## src/fsc_pkg.sv

```systemverilog
`default_nettype none
// ----------------------------------------------------------------------------
// fsc_pkg
// Shared types and constants of the frustum sphere cull block.
// ----------------------------------------------------------------------------
package fsc_pkg;

  localparam int MASK_BITS = 12;
  localparam int CNT_W     = $clog2(MASK_BITS + 1);
  localparam int VIS_W     = 2;
  localparam int DIST_W    = 66;

  localparam logic FUNC_LOAD = 1'b0;
  localparam logic FUNC_TEST = 1'b1;

  localparam logic [VIS_W-1:0] VIS_OUTSIDE = 2'd0;
  localparam logic [VIS_W-1:0] VIS_PARTIAL = 2'd1;
  localparam logic [VIS_W-1:0] VIS_FULL    = 2'd2;

  typedef enum logic [1:0] {
    ST_IDLE,
    ST_RUN,
    ST_DRAIN
  } state_t;

  typedef struct packed {
    logic load;     // write the plane of the accepted request into the store
    logic start;    // capture the sphere of the accepted request
    logic issue;    // send the next plane into the pipeline
    logic publish;  // move the finished result into the output register
  } cmd_t;

  typedef struct packed {
    logic issue_done;  // every active plane has been sent
    logic pipe_busy;   // a plane is still in flight
    logic out_full;    // the output register holds a result that is not taken
  } status_t;

endpackage
`default_nettype wire

```

## src/fsc_ctrl.sv

```systemverilog
`default_nettype none
// ----------------------------------------------------------------------------
// fsc_ctrl
// Sequencer: accepts requests, walks the planes and hands off the result.
// ----------------------------------------------------------------------------
module fsc_ctrl (
  input  wire logic            clk,
  input  wire logic            rst,
  input  wire logic            in_valid,
  input  wire logic            func,
  output logic                 in_stall,
  output fsc_pkg::cmd_t        cmd,
  input  fsc_pkg::status_t     status
);
  import fsc_pkg::*;

  state_t state;
  state_t state_next;

  always_ff @(posedge clk) begin
    if (rst) begin
      state <= ST_IDLE;
    end else begin
      state <= state_next;
    end
  end

  always_comb begin
    state_next = state;
    cmd        = '0;
    in_stall   = 1'b1;
    unique case (state)
      ST_IDLE: begin
        in_stall = 1'b0;
        if (in_valid) begin
          if (func == FUNC_TEST) begin
            cmd.start  = 1'b1;
            state_next = ST_RUN;
          end else begin
            cmd.load = 1'b1;
          end
        end
      end
      ST_RUN: begin
        if (status.issue_done) begin
          state_next = ST_DRAIN;
        end else begin
          cmd.issue = 1'b1;
        end
      end
      ST_DRAIN: begin
        if (!status.pipe_busy && !status.out_full) begin
          cmd.publish = 1'b1;
          state_next  = ST_IDLE;
        end
      end
      default: begin
        state_next = ST_IDLE;
      end
    endcase
  end

endmodule
`default_nettype wire

```

## config.mk

```make
export PLATFORM = sky130hd
export DESIGN_NAME = fsc_ctrl
export DESIGN_NICKNAME = d
export VERILOG_FILES = /design/src/fsc_pkg.sv /design/src/fsc_ctrl.sv
export SDC_FILE = /design/constraint.sdc
export NUM_CORES = 1
export LEC_CHECK = 0
export BUFFER_PORTS_ARGS = -buffer_cell sky130_fd_sc_hd__buf_2
export CAP_MARGIN = 40
export CORE_AREA = 2 2 39 41
export DETAILED_ROUTE_END_ITERATION = 8
export DIE_AREA = 0 0 41 43
export GPL_ROUTABILITY_DRIVEN = 0
export HOLD_SLACK_MARGIN = 0.1
export SYNTH_ARGS = -nofsm -noshare
export SYNTH_HDL_FRONTEND = slang
export SYNTH_SLANG_ARGS = --single-unit
```

## constraint.sdc

```tcl
create_clock -name clk -period 1.4 [get_ports clk]
set_input_delay 0.28 -clock clk [delete_from_list [all_inputs] [get_ports clk]]
set_output_delay 0.28 -clock clk [all_outputs]
set_load 0.05 [all_outputs]
```

==> results.cfg <==
[run_status]
run_status = completed

[critical_path]
worstPathArrival_ns = 1.06
r2r_slack_ns = 0.52
path_class = reg -> out
critPathLaunchType = register
critical_path.endpoint_type = primary output
worstPathRequired_ns = 1.12
cp_max_fo = 6
reg2reg_depth = 2
rr_endpoint = state[0]
r2r_start = state[0]

[logic_synthesis]
syn_inst = 16
synth_area_leaders = dfxtp_1 (31%), mux2_4 (12%), nor3_2 (7.7%)
synth_mux_area_share_pct = 11.5
synthSimpleGateAreaFrac_pct = 47.1
synthFlopType = dfxtp_1
yosysUniqueCellTypes = 13
ys_seq_area_share_pct = 30.8
synth_top_family_by_area = simple AND/OR/NAND/NOR gates
synth_top_area_share_pct = 30.8
syn_area_per_cell_um2 = 8.13
yosysWarnings = 0
synth_compound_area_share_pct = 7.69
async_reset_ff_share_pct = 0
synth_nets = 23
synthXorXnorAreaFrac_pct = 0
synth_common_cells = dfxtp_1 (2), nand2_1 (2), nor2_1 (2)
synthAdderAreaFrac_pct = 0
synth_edf_count = 0
syn-cell-area_um2 = 130
ys_ff_latch = 2
synth_top_cell_by_area = dfxtp_1

[finish]
final_cell_area_um2 = 269
multi_input_area_um2 = 108
largestRegisters = state (2)
regMostFlops = state
largest_reg_flops = 2
fin_util_pct = 19.4
fin_cells = 46
area_growth_pct = 107
num_antenna_cells = 0
num-fill-cells = 161
drive_gt1_share_pct = 73.3
regArea_um2 = 42.5
fin_nets = 39

[cts]
cts.sinks = 2
clockRootBuffer = clkbuf_4
cts_made_buffers = 3
clk_latency_ns = 0.23
clockBufferDepth = 2
cts_tree = done
clk_transition_reported_paths_ns = 0.03
cts_max_level = 1

[route]
vias = 166
antenna_left = 0
firstDrtPassIters = 2
avgViaCountPerCell = 3.61
avgRoutedWirePerCell_um = 8.83
drt_iter0_drc = 4
drc = 0
drt_wl_total_um = 406

[grt]
grt_max_degree = 7
antenna_found_initial = 0
track_usage_pct = 5.11
grt-ovfl-total = 0
grt_pass1_vias = 181
grt_pass1_wl_um = 572

[floorplan]
die_area_mm2 = 0.00176
chipWidth_um = 41
start_util_pct = 9.40
num_rows = 14
die_y_um = 43
core-area_mm2 = 0.00138
io_pins = 12

[timing]
max_slew_margin_pct = 83.7
layout_min_cycle_time_ns = 1.34
fin_crit_sh_pct = 96.0
skew_ns = 0.00458
clock.fmax_mhz = 744
worst_slew_pin_slew_ns = 0.247
setup_violations = 0
maxSlewViolCount = 0
rsz0062_at_grt = no
finalHoldViolCount = 0

[min_path]
whs_endpoint = state[0]
hold_class = in -> reg
min_delay_path_depth = 2
worstHoldStart = rst

[placement]
placed_cells = 43
io_buffer_count = 11
place_area_um2 = 219
hpwlAfterDp_um = 279

[power_and_ir_drop]
peakVddDrop_mv = 0.355
pwr_density_cell_mw_per_mm2 = 1000
total_leakage_power_nw = 0.130

[run]
cap_violations = 0
-- stage by stage --
stage,worst slack (ns),power (mW),hold WS [ns],setup TNS [ns]
6_report,0.0560,0.270,0.232,0
3_3_place_gp,0.164,0.129,0.468,0
2_1_floorplan,-0.211,0.108,0.350,-0.211
4_1_cts,0.0286,0.275,0.222,0
5_1_grt,0.00422,0.287,0.227,0
3_5_place_dp,0.169,0.130,0.473,0
-- worst max-delay path, cell delays in order (launching register included) --
cell,delay (ns)
dfxtp_2,0.35
nor4b_2,0.25
buf_4,0.23
-- power by group --
| part | total (mW) | switching [mW] | internal [mW] |
|---|---|---|---|
| Clock | 0.131 | 0.0364 | 0.0950 |
| Sequential | 0.0669 | 0.00608 | 0.0608 |
| Combinational | 0.0717 | 0.0431 | 0.0286 |
| Total | 0.270 | 0.0856 | 0.184 |
-- layout by cell type (no fill, tap or decap) --
cell      netlist  layout
nor2_2          0       1
and3_1          1       1
inv_1           1       1
mux2_4          1       1
nand3b_1        1       1
dfxtp_2         0       2
nor3b_2         0       1
nor2b_1         1       1
clkbuf_4        0       3
nor3_2          1       1
buf_4           0       2
buf_2           0       7
nor2_4          0       1
o21ai_0         1       1
buf_6           0       2
nand2_1         2       2
nor4b_2         0       1
o21ai_1         1       1
-- layout make-up --
| class | count | share of cell area [%] |
|---|---|---|
| well taps | 16 | 7.44 |
| flip-flops and latches | 2 | 15.8 |
| clock buffers | 3 | 8.37 |
| inverters | 1 | 1.40 |
| multi-input cells | 13 | 40.0 |
| repair buffers | 11 | 27.0 |
-- cells by family (layout without fill, tap and decap cells) --
group / after synthesis / count (layout)
AND/OR/NAND/NOR: 10 / 10
flip-flops: 2 / 2
buffers and inverters: 1 / 15
AO/OA/AOI/OAI: 2 / 2
multiplexers: 1 / 1
-- metal layers --
layer / global-route usage [%] / share of wire [%] / vias to the layer above
li1: - / - / 84
met1: 5.41 / 38 / 75
met2: 6.88 / 55 / 7
met3: 0 / 6.7 / 0
met4: 8.00 / 0 / 0
met5: 0 / 0 / -
-- worst max path at each step --
stage / from / end / slack [ns] / cells after the start
final: state[0] / cmd[0] / 0.06 / 2
after global routing: state[1] / cmd[0] / 0.004 / 2
after CTS: state[0] / cmd[0] / 0.03 / 2
after detailed placement: state[0] / cmd[2] / 0.17 / 3
after global placement: state[1] / cmd[0] / 0.16 / 2
after floorplan: state[0] / cmd[0] / -0.21 / 1
-- what timing repair did --
item / in CTS / in global routing
hold buffers: 0 / 0
cloned: 0 / 0
gates resized for setup: 7 / 3
setup buffers: 0 / 0
pin swaps: 0 / 1
setup endpoints to repair: 4 / 3
No activity file was read; power rests on OpenSTA's default activity.
